`src/hdl/ipa_pkg.sv`:
```
// ---------------------------------------------------------------------------
// ipa_pkg: shared types and constants for the IPv4 text parser
// Request structs, character classes, status codes and the classifier.
// ---------------------------------------------------------------------------
package ipa_pkg;

  typedef struct packed {
    logic [7:0] char_code;
    logic       last_char;
  } ipa_in_t;

  typedef struct packed {
    logic [31:0] raw_address;
    logic [31:0] anon_address;
    logic [2:0]  status;
  } ipa_out_t;

  typedef enum logic [1:0] {
    CLS_DIGIT,
    CLS_SPACE,
    CLS_DOT,
    CLS_BAD
  } ipa_class_t;

  // classified character as it travels through the queue
  typedef struct packed {
    ipa_class_t cls;
    logic [3:0] digit;
    logic       last;
  } ipa_tok_t;

  localparam logic [2:0] ST_OK                = 3'd0;
  localparam logic [2:0] ST_DIGIT_AFTER_SPACE = 3'd1;
  localparam logic [2:0] ST_DOT_AFTER_SPACE   = 3'd2;
  localparam logic [2:0] ST_DOUBLE_DOT        = 3'd3;
  localparam logic [2:0] ST_TOO_MANY_DOTS     = 3'd4;
  localparam logic [2:0] ST_BAD_CHAR          = 3'd5;
  localparam logic [2:0] ST_DOT_COUNT         = 3'd6;

  localparam logic [7:0] CHAR_ZERO  = 8'h30;
  localparam logic [7:0] CHAR_NINE  = 8'h39;
  localparam logic [7:0] CHAR_SPACE = 8'h20;
  localparam logic [7:0] CHAR_DOT   = 8'h2E;

  localparam logic [1:0] LAST_DOT   = 2'd3;
  localparam logic [5:0] ANON_RESET = 6'd16;

  function automatic ipa_tok_t ipa_classify(input ipa_in_t req);
    ipa_tok_t   tok;
    logic [7:0] offs;
    offs      = req.char_code - CHAR_ZERO;
    tok.last  = req.last_char;
    tok.digit = offs[3:0];
    if (req.char_code >= CHAR_ZERO && req.char_code <= CHAR_NINE) begin
      tok.cls = CLS_DIGIT;
    end else if (req.char_code == CHAR_SPACE) begin
      tok.cls = CLS_SPACE;
    end else if (req.char_code == CHAR_DOT) begin
      tok.cls = CLS_DOT;
    end else begin
      tok.cls = CLS_BAD;
    end
    return tok;
  endfunction

endpackage

```
`src/hdl/ipa_front.sv`:
```
// ---------------------------------------------------------------------------
// ipa_front: input stage
// Accepts characters, classifies them and holds one token for the queue.
// ---------------------------------------------------------------------------
module ipa_front (
  input  logic             clk,
  input  logic             rst,
  input  logic             in_valid,
  output logic             in_stall,
  input  ipa_pkg::ipa_in_t in_data,
  output logic             tok_valid,
  output ipa_pkg::ipa_tok_t tok,
  input  logic             q_full
);
  import ipa_pkg::*;

  logic     hold_valid;
  logic     hold_valid_next;
  ipa_tok_t hold_tok;
  logic     accept;

  assign in_stall  = hold_valid && q_full;
  assign accept    = in_valid && !in_stall;
  assign tok_valid = hold_valid;
  assign tok       = hold_tok;

  always_comb begin
    hold_valid_next = hold_valid;
    if (accept) begin
      hold_valid_next = 1'b1;
    end else if (hold_valid && !q_full) begin
      hold_valid_next = 1'b0;
    end
  end

  always_ff @(posedge clk) begin
    if (rst) begin
      hold_valid <= 1'b0;
    end else begin
      hold_valid <= hold_valid_next;
    end
  end

  always_ff @(posedge clk) begin
    if (accept) begin
      hold_tok <= ipa_classify(in_data);
    end
  end

endmodule

```
`src/hdl/ipa_queue.sv`:
```
// ---------------------------------------------------------------------------
// ipa_queue: token queue
// Short FIFO between the classifier and the parse engine.
// ---------------------------------------------------------------------------
module ipa_queue #(
  parameter int DEPTH = 4
) (
  input  logic              clk,
  input  logic              rst,
  input  logic              push_valid,
  input  ipa_pkg::ipa_tok_t push_tok,
  output logic              full,
  output logic              pop_valid,
  output ipa_pkg::ipa_tok_t pop_tok,
  input  logic              pop
);
  import ipa_pkg::*;

  localparam int PW = (DEPTH > 1) ? $clog2(DEPTH) : 1;
  localparam int CW = $clog2(DEPTH + 1);
  localparam logic [PW-1:0] LAST_SLOT = PW'(DEPTH - 1);
  localparam logic [CW-1:0] FULL_CNT  = CW'(DEPTH);

  ipa_tok_t      slots [DEPTH];
  logic [PW-1:0] wr_ptr;
  logic [PW-1:0] rd_ptr;
  logic [CW-1:0] count;
  logic          do_push;
  logic          do_pop;

  assign full      = (count == FULL_CNT);
  assign pop_valid = (count != '0);
  assign pop_tok   = slots[rd_ptr];
  assign do_push   = push_valid && !full;
  assign do_pop    = pop && pop_valid;

  always_ff @(posedge clk) begin
    if (rst) begin
      wr_ptr <= '0;
      rd_ptr <= '0;
      count  <= '0;
    end else begin
      if (do_push) begin
        wr_ptr <= (wr_ptr == LAST_SLOT) ? '0 : wr_ptr + 1'b1;
      end
      if (do_pop) begin
        rd_ptr <= (rd_ptr == LAST_SLOT) ? '0 : rd_ptr + 1'b1;
      end
      if (do_push && !do_pop) begin
        count <= count + 1'b1;
      end else if (do_pop && !do_push) begin
        count <= count - 1'b1;
      end
    end
  end

  always_ff @(posedge clk) begin
    if (do_push) begin
      slots[wr_ptr] <= push_tok;
    end
  end

endmodule

```
`src/hdl/ipa_back.sv`:
```
// ---------------------------------------------------------------------------
// ipa_back: parse engine
// Updates octets and flags per token, then assembles and masks the address.
// ---------------------------------------------------------------------------
module ipa_back (
  input  logic               clk,
  input  logic               rst,
  input  logic               tok_valid,
  input  ipa_pkg::ipa_tok_t  tok,
  output logic               tok_pop,
  input  logic [5:0]         anon_bits,
  output logic               out_valid,
  input  logic               out_stall,
  output ipa_pkg::ipa_out_t  out_data
);
  import ipa_pkg::*;

  // parse state
  logic [31:0] acc [4];
  logic [1:0]  dot_cnt;
  logic        prev_dot;
  logic        lead_blank;
  logic        trail_blank;
  logic        first_char;
  logic [2:0]  err;

  logic [31:0] acc_next [4];
  logic [1:0]  dot_cnt_next;
  logic        prev_dot_next;
  logic        lead_blank_next;
  logic        trail_blank_next;
  logic [2:0]  err_next;
  logic [2:0]  fin_err_next;
  logic [31:0] acc_mul;

  // finished address, waiting for assembly
  logic        fin_valid;
  logic [31:0] fin_oct [4];
  logic [2:0]  fin_err;

  logic        out_adv;
  logic        fin_free;
  logic [31:0] raw_sum;
  logic [31:0] raw;
  logic [31:0] keep_mask;

  assign out_adv  = !out_valid || !out_stall;
  assign fin_free = !fin_valid || out_adv;
  assign tok_pop  = tok_valid && (!tok.last || fin_free);

  // acc * 10 + digit, wraps mod 2^32
  assign acc_mul = (acc[dot_cnt] << 3) + (acc[dot_cnt] << 1) + {28'd0, tok.digit};

  always_comb begin
    acc_next         = acc;
    dot_cnt_next     = dot_cnt;
    prev_dot_next    = prev_dot;
    lead_blank_next  = lead_blank;
    trail_blank_next = trail_blank;
    err_next         = err;
    if (err == ST_OK) begin
      case (tok.cls)
        CLS_DIGIT: begin
          if (trail_blank) begin
            err_next = ST_DIGIT_AFTER_SPACE;
          end else begin
            prev_dot_next     = 1'b0;
            lead_blank_next   = 1'b0;
            acc_next[dot_cnt] = acc_mul;
          end
        end
        CLS_SPACE: begin
          prev_dot_next = 1'b0;
          if (first_char || lead_blank) begin
            lead_blank_next = 1'b1;
          end else begin
            trail_blank_next = 1'b1;
          end
        end
        CLS_DOT: begin
          if (trail_blank) begin
            err_next = ST_DOT_AFTER_SPACE;
          end else begin
            lead_blank_next = 1'b0;
            if (prev_dot) begin
              err_next = ST_DOUBLE_DOT;
            end else begin
              prev_dot_next = 1'b1;
              if (dot_cnt == LAST_DOT) begin
                err_next = ST_TOO_MANY_DOTS;
              end else begin
                dot_cnt_next = dot_cnt + 1'b1;
              end
            end
          end
        end
        default: begin
          err_next = ST_BAD_CHAR;
        end
      endcase
    end
    fin_err_next = err_next;
    if (err_next == ST_OK && dot_cnt_next != LAST_DOT) begin
      fin_err_next = ST_DOT_COUNT;
    end
  end

  always_ff @(posedge clk) begin
    if (rst) begin
      for (int i = 0; i < 4; i++) begin
        acc[i] <= '0;
      end
      dot_cnt     <= '0;
      prev_dot    <= 1'b0;
      lead_blank  <= 1'b0;
      trail_blank <= 1'b0;
      first_char  <= 1'b1;
      err         <= ST_OK;
    end else if (tok_pop) begin
      if (tok.last) begin
        for (int i = 0; i < 4; i++) begin
          acc[i] <= '0;
        end
        dot_cnt     <= '0;
        prev_dot    <= 1'b0;
        lead_blank  <= 1'b0;
        trail_blank <= 1'b0;
        first_char  <= 1'b1;
        err         <= ST_OK;
      end else begin
        acc         <= acc_next;
        dot_cnt     <= dot_cnt_next;
        prev_dot    <= prev_dot_next;
        lead_blank  <= lead_blank_next;
        trail_blank <= trail_blank_next;
        first_char  <= 1'b0;
        err         <= err_next;
      end
    end
  end

  always_ff @(posedge clk) begin
    if (rst) begin
      fin_valid <= 1'b0;
    end else if (tok_pop && tok.last) begin
      fin_valid <= 1'b1;
    end else if (out_adv) begin
      fin_valid <= 1'b0;
    end
  end

  always_ff @(posedge clk) begin
    if (tok_pop && tok.last) begin
      fin_oct <= acc_next;
      fin_err <= fin_err_next;
    end
  end

  // assembly and masking
  assign raw_sum   = (fin_oct[0] << 24) + (fin_oct[1] << 16) + (fin_oct[2] << 8) + fin_oct[3];
  assign raw       = (fin_err != ST_OK) ? '1 : raw_sum;
  assign keep_mask = anon_bits[5] ? '0 : ('1 << anon_bits[4:0]);

  always_ff @(posedge clk) begin
    if (rst) begin
      out_valid <= 1'b0;
    end else if (out_adv) begin
      out_valid <= fin_valid;
    end
  end

  always_ff @(posedge clk) begin
    if (out_adv && fin_valid) begin
      out_data.raw_address  <= raw;
      out_data.anon_address <= raw & keep_mask;
      out_data.status       <= fin_err;
    end
  end

endmodule

```
`src/hdl/ipv4_text_parse_anonymize_core.sv`:
```
// ---------------------------------------------------------------------------
// ipv4_text_parse_anonymize_core: dotted-decimal IPv4 parser and anonymizer
// Path: a last character passes the front hold, a queue slot, the finish
//   stage and the output register, in that order, before out_valid rises.
// Throughput: one character per cycle while the output is not stalled; the
//   parse engine retires one token a cycle. Under output stalls a last
//   character waits while the finish stage and output register are both
//   held, and a full queue takes no push in the cycle it pops.
// Reset: rst (synchronous) empties the pipeline, clears parse state and sets
//   anon_bits to 16. No clearing pass.
// ---------------------------------------------------------------------------
module ipv4_text_parse_anonymize_core #(
  parameter int QUEUE_DEPTH = 4
) (
  input  logic              clk,
  input  logic              rst,
  input  logic              in_valid,
  output logic              in_stall,
  input  ipa_pkg::ipa_in_t  in_data,
  output logic              out_valid,
  input  logic              out_stall,
  output ipa_pkg::ipa_out_t out_data,
  input  logic              cfg_we,
  input  logic [5:0]        cfg_data
);
  import ipa_pkg::*;

  // anonymizer width register; the user must write it only while idle, the block itself does not enforce this
  logic [5:0] anon_bits;

  // front -> queue
  logic     f_valid;
  ipa_tok_t f_tok;
  logic     q_full;

  // queue -> back
  logic     q_valid;
  ipa_tok_t q_tok;
  logic     q_pop;

  always_ff @(posedge clk) begin
    if (rst) begin
      anon_bits <= ANON_RESET;
    end else if (cfg_we) begin
      anon_bits <= cfg_data;
    end
  end

  // Front: take a character request, classify it (digit/space/dot/other)
  // and hold the token until the queue has room.
  ipa_front u_front (
    .clk       (clk),
    .rst       (rst),
    .in_valid  (in_valid),
    .in_stall  (in_stall),
    .in_data   (in_data),
    .tok_valid (f_valid),
    .tok       (f_tok),
    .q_full    (q_full)
  );

  // Queue decouples input stalls from output stalls.
  ipa_queue #(
    .DEPTH (QUEUE_DEPTH)
  ) u_queue (
    .clk        (clk),
    .rst        (rst),
    .push_valid (f_valid),
    .push_tok   (f_tok),
    .full       (q_full),
    .pop_valid  (q_valid),
    .pop_tok    (q_tok),
    .pop        (q_pop)
  );

  // Back: per-token octet/flag update; on the last token the final octets
  // go to an assembly stage, then sum + mask into the output register.
  // Non-last tokens drain even while the output is stalled.
  ipa_back u_back (
    .clk       (clk),
    .rst       (rst),
    .tok_valid (q_valid),
    .tok       (q_tok),
    .tok_pop   (q_pop),
    .anon_bits (anon_bits),
    .out_valid (out_valid),
    .out_stall (out_stall),
    .out_data  (out_data)
  );

  // any error forces the raw address to all ones
  a_err_all_ones: assert property (@(posedge clk) disable iff (rst)
    out_valid && out_data.status != ST_OK |-> out_data.raw_address == '1)
    else $error("error result without all-ones address");

  // anonymized address only ever clears bits of the raw address
  a_anon_subset: assert property (@(posedge clk) disable iff (rst)
    out_valid |-> (out_data.anon_address & ~out_data.raw_address) == '0)
    else $error("anon address sets bits not in raw address");

  a_status_range: assert property (@(posedge clk) disable iff (rst)
    out_valid |-> out_data.status <= ST_DOT_COUNT)
    else $error("status code out of range");

endmodule
```
`config.mk`:
```
export PLATFORM = sky130hd
export DESIGN_NAME = ipv4_text_parse_anonymize_core
export DESIGN_NICKNAME = d
export VERILOG_FILES = /design/src/hdl/ipa_pkg.sv /design/src/hdl/ipa_front.sv /design/src/hdl/ipa_queue.sv /design/src/hdl/ipa_back.sv /design/src/hdl/ipv4_text_parse_anonymize_core.sv
export SDC_FILE = /design/constraint.sdc
export NUM_CORES = 1
export LEC_CHECK = 0
export ABC_AREA = 1
export BUFFER_PORTS_ARGS = -buffer_cell sky130_fd_sc_hd__clkbuf_2
export CELL_PAD_IN_SITES_DETAIL_PLACEMENT = 0
export CELL_PAD_IN_SITES_GLOBAL_PLACEMENT = 1
export CORE_MARGIN = 1.5
export CORE_UTILIZATION = 47
export DETAILED_ROUTE_END_ITERATION = 7
export HOLD_SLACK_MARGIN = 0.1
export PLACE_DENSITY_LB_ADDON = 0.1
export SYNTH_ARGS = -nofsm -noshare
export SYNTH_HDL_FRONTEND = slang
export SYNTH_HIERARCHICAL = 1
export SYNTH_SLANG_ARGS = --single-unit
```
`constraint.sdc`:
```
create_clock -name clk -period 5.3 [get_ports clk]
set_input_delay 0.53 -clock clk [delete_from_list [all_inputs] [get_ports clk]]
set_output_delay 0.53 -clock clk [all_outputs]
set_load 0.01 [all_outputs]
```
* After elaboration in Yosys (flattened, before gate mapping)
Memories as Yosys holds them, arrays and structs flattened. A register that Yosys moved wholly into a read port is not among the register bits.
Index checks and enable logic that the tools add are counted.
** Storage, ports and cells
- Input bits :: 20
- Register bits :: 310
- Memory bits (writable) :: 28
- Memories :: 1
- Output and inout port bits :: 69
- Logic and storage cells :: 156
** Memory list
- u_queue.slots :: depth 4, bits a word 7, read ports 1, clocked after memory_dff 1, write ports 1, RTL line ipa_queue.sv:24 : ipa_tok_t slots [DEPTH];
** Operators by class
- $add $sub $neg :: 11
- Reductions and logical operators :: 41
- Bitwise operators :: 2
- $lt $le $gt $ge :: 4
- Equal/unequal tests :: 14
- Shift operators :: 1
- Mux-type cells :: 53
** Operators with widths (count)
- $mux 128 :: 4
- $add 32x32->32 :: 4
- $bwmux 128 :: 1
- $mux 32 :: 3
- $bmux 32 s2 :: 1
- $demux 32 s2 :: 1
- $mux 31 :: 2
- $add 32x4->32 :: 1
- $and 32x32->32 :: 1
- $shl 32x5->32 const A :: 1
- $mux 3 :: 8
- $mux 1 :: 20
- $mux 2 :: 10
- $eq 8x6->1 const B :: 2
- $logic_and 1x1->1 :: 12
- $reduce_and 5->1 :: 2
- $reduce_bool 2->1 :: 5
- $ne 3x2->1 const B :: 3
- $pmux 3 s3 :: 1
- $reduce_bool 3->1 :: 3
- $eq 2x2->1 const B :: 4
- $ge 8x6->1 const B :: 1
- $le 8x6->1 const B :: 1
- $logic_not 1->1 :: 8
- other kinds (20) :: 27

* Depth between registers and ports, before layout
- Depth after elaboration :: 11
- Depth in mapped cells :: 24
- Gate-level depth less buffers :: 22

* By module
Netlist, hierarchy kept.
** By module, submodules not included
- ipa_back :: seq. area each 7226.9 um2, area each 16607.2 um2, cells an instance 2052, instances 1
- ipa_queue :: seq. area each 1021.0 um2, area each 1557.7 um2, cells an instance 137, instances 1
- ipa_front :: seq. area each 230.2 um2, area each 329.1 um2, cells an instance 32, instances 1
- ipv4_text_parse_anonymize_core :: seq. area each 120.1 um2, area each 245.2 um2, cells an instance 37, instances 1

* Worst setup path after synthesis
OpenSTA, ideal clock, no wires.
- Kind :: input -> register
- Start point :: input out_stall
- End point :: register u_back/out_data[0] (netlist name)
- Arrival time :: 3804 ps
- Stages on the path :: 1
- Path slack :: 982 ps
- Path buffers :: 0
- Data required time :: 4786 ps
- Setup time :: 514 ps
- Cells stage by stage :: a21oi_1
** Between the ends
- Longest elaborated chain between the ends :: 3
** Ends and longest elaborated chain
- start: declaration :: RTL line ipv4_text_parse_anonymize_core.sv:21 : input logic out_stall,
- $logic_not 1->1 :: RTL line ipa_back.sv:47 : assign out_adv = !out_valid || !out_stall;
- $logic_or 1x1->1 :: RTL line ipa_back.sv:47
- $logic_and 1x1->1 :: RTL line ipa_back.sv:173 : if (out_adv && fin_valid) begin
Every way passes these cells.
A chain may end at the register's enable or synchronous reset.

==> results.md <==
- Final period util: 0.844
- Number of buffers added by the clock tree synthesis step: 38
- Layout Skew: 16.2 ps
- Average vias per placed instance: 5.38
- Growth of design area from synthesis to finish: 11.4%
- Post-synthesis cell type count: 50
- Yosys top cell by area: edfxtp_1
- Number of cells upsized or downsized after cts: 0
- Number of antenna violations at the first check in global routing: 0
- Largest voltage drop on the vdd net: 0.412 mV
- Number of nets at the end of the flow: 2486
- Syn_nets: 2412
- # rows: 72
- Vias: 15500
- Final WL: 54700 microns
- RePlAce Congestion: 0.909
- Floorplan core area: 0.0390 sq mm
- Overall die area: 0.0411 sq mm
- HPWL after DPL: 40300 microns
- Maximum achievable frequency: 224 MHz
- Grt ovf: 0
- First-pass GRT wire length: 84500 microns
- Starting Density: 0.480
- # clock sinks: 337
- Quantity of hold-fixing buffers added after cts: 0
- Residual DRC: 0
- Pins Over Slew Limit: 0
- Number of detailed-route iterations in the first pass: 8
- Number of maximum-capacitance violations: 0
- Tightest Hold Check Type: in -> reg
- Max clock buf depth: 3
- Via count of the first global-routing pass: 14900
- Global-route usage over all layers: 0.268
- Proportion of synthesized flip-flops having asynchronous set or reset: 0
- Setup ws final: 829 ps
- Starting DRT DRC Count: 1178
- Yosys warnings: 6
- Clk Tree Root Cell: clkbuf_16
- Category of the worst setup path launch point: flip-flop
- Pin count of the biggest net entering global routing: 88
- Minimum period implied by the final worst setup slack: 4470 ps
- Buffer count from post-CTS setup fixing: 0
- Most frequent cells in the layout: 650 x nand2_1, 266 x inv_1, 201 x a21oi_1
- Top cells by area, synth: edfxtp_1 30%, dfxtp_1 16%, nand2_1 13%, ha_1 7.2%, a21oi_1 5.4%
- Fraction of post-synthesis cell area in the top cell type by area: 0.296
- Htree depth: 2
- Count of flip-flops with a built-in enable after synthesis: 185
- Fraction of layout cells with a size suffix above 1: 0.103
- Post-placement worst setup slack: 858 ps
- CTS tree: done
- Register area share after synthesis: 0.459
- Avg Cell Area, Syn: 8.30 sq um
- Die X-Extent: 203 microns
- Quantity of I/O buffers inserted on ports: 88
- Status: finished clean
- Vertical die dimension: 203 microns
- Number of nets still failing antenna checks after routing: 0
- Most common flop cell mapped by yosys: edfxtp_1
- Routed length per placed instance: 19.0 microns
- Type of element capturing the critical path: flip-flop
- Final Setup Violations: 0
- Final TNS setup: 0 ps
- Actual transition at the worst max-transition pin: 1050 ps
- Max transition margin: 0.300
- Setup slack on the worst flop-to-flop path: 830 ps
- Netlist area before placement: 0.0187 sq mm
- FF+latch count, synth: 337
- CP Max Fanout: 20
- Total inserted antenna cells: 0
- Leakage power figure: 8.94 nW
- Setup CP Type: reg -> reg
- Unrepaired setup endpoints after global routing: no
- Number of filler cells placed in the layout: 3697
- Areal power density over the cells: 577 mW/mm^2
- Clock slew at the register clock pins of the worst setup and hold paths: 60 ps
- Post-synthesis cell count: 2258
- Arrival time reported for the critical path endpoint: 4860 ps
- Critical path required time: 5690 ps
- Clock network latency to the later pin of the worst-skew pair: 550 ps
- Num ports: 89
- Most common cell after layout, fill and taps aside: nand2_1
- Final Hold Fails: 0
## worst max-delay path, stage by stage, from the launching register on
cell and delay [ps]:
dfxtp_1 510, inv_1 180, nand2_1 210, inv_1 250
buf_4 320, a22oi_1 190, inv_1 60, a221oi_1 320
fa_1 490, inv_1 100, ha_1 250, nand2_1 70
nor2_1 40, nand2_1 60, nand3_1 120, nand2_1 140
nand2_1 160, xnor2_1 540, o21ai_2 150, nand2_1 90
a21oi_1 60
## power by group
group / switching, mW / total (mW) / internal [mW]
registers: 0.330 / 3.76 / 3.43
clock network: 1.06 / 2.59 / 1.53
logic: 3.93 / 5.69 / 1.76
## cells by family after synthesis
logic type / synth area share
and+or+nand+nor: 0.231
xor gates and xnor gates: 0.0107
buffers and inverters: 0.0739
DFF: 0.459
AOI/OAI and AO/OA: 0.126
adders and majority gates: 0.0999
## sequential cells by signal, indices dropped and copies added, names as in the netlist, named ones only
name                count
u_back/lead_blank       1
u_back/acc            125
anon_bits               6
u_back/out_valid        1
u_back/out_data        67
u_queue/wr_ptr          2
u_front/tok_valid       1
u_back/fin_valid        1
u_back/trail_blank      1
u_front/tok             7
u_queue/rd_ptr          2
u_back/fin_err          3
u_queue/count           3
u_queue/slots          28
u_back/err              3
u_back/first_char       1
u_back/fin_oct         80
u_back/prev_dot         1
u_back/dot_cnt          2
## cells in the mapped netlist, types with 26 or more instances
| master | instances |
|---|---|
| dfxtp_1 | 152 |
| inv_1 | 266 |
| o21ai_2 | 28 |
| nand2_1 | 650 |
| nor2_1 | 150 |
| o21ai_0 | 55 |
| fa_1 | 26 |
| a22oi_1 | 33 |
| edfxtp_1 | 185 |
| clkbuf_1 | 38 |
| ha_1 | 108 |
| a21oi_1 | 202 |
| nand3_1 | 122 |
## final cells by class
class                   instances  area [sq um]  area share
clock buffers                  56          1130      0.0542
clock inverters                12          90.1     0.00432
inverters                     276          1040      0.0498
multi-input cells            1575          8790       0.421
flip-flops and latches        337          8600       0.412
well taps                     518           648      0.0310
repair buffers                104           576      0.0276
## stage by stage
stage	utilization	hold slack [ps]	power [mW]	area, sq um	instances
detailed placement	0.504	453	9.45	19700	2810
floorplan	-	427	7.54	18700	2258
CTS	0.535	140	12.1	20900	2878
global route	0.535	145	12.9	20900	2878
finish	0.535	165	12.0	20900	2878
global placement	0.504	449	9.47	19700	2810
## worst paths after layout
path	start	end	cells past startpoint
worst min-delay path	in_data[0]	u_front/tok[0]	1
worst min register to register	u_back/lead_blank	u_back/lead_blank	2
worst max register to register	u_back/dot_cnt[0]	u_back/acc[79]	20
worst max-delay path	u_back/dot_cnt[0]	u_back/acc[79]	20
## routing by layer
metal	vias to the layer above	wire, microns	GRT usage
li1	7651	-	-
met1	7332	25100	0.378
met2	416	24500	0.418
met3	91	3430	0.0509
met4	0	1610	0.0852
met5	-	0	0
Note: power is estimated with default switching activity, not from simulation.
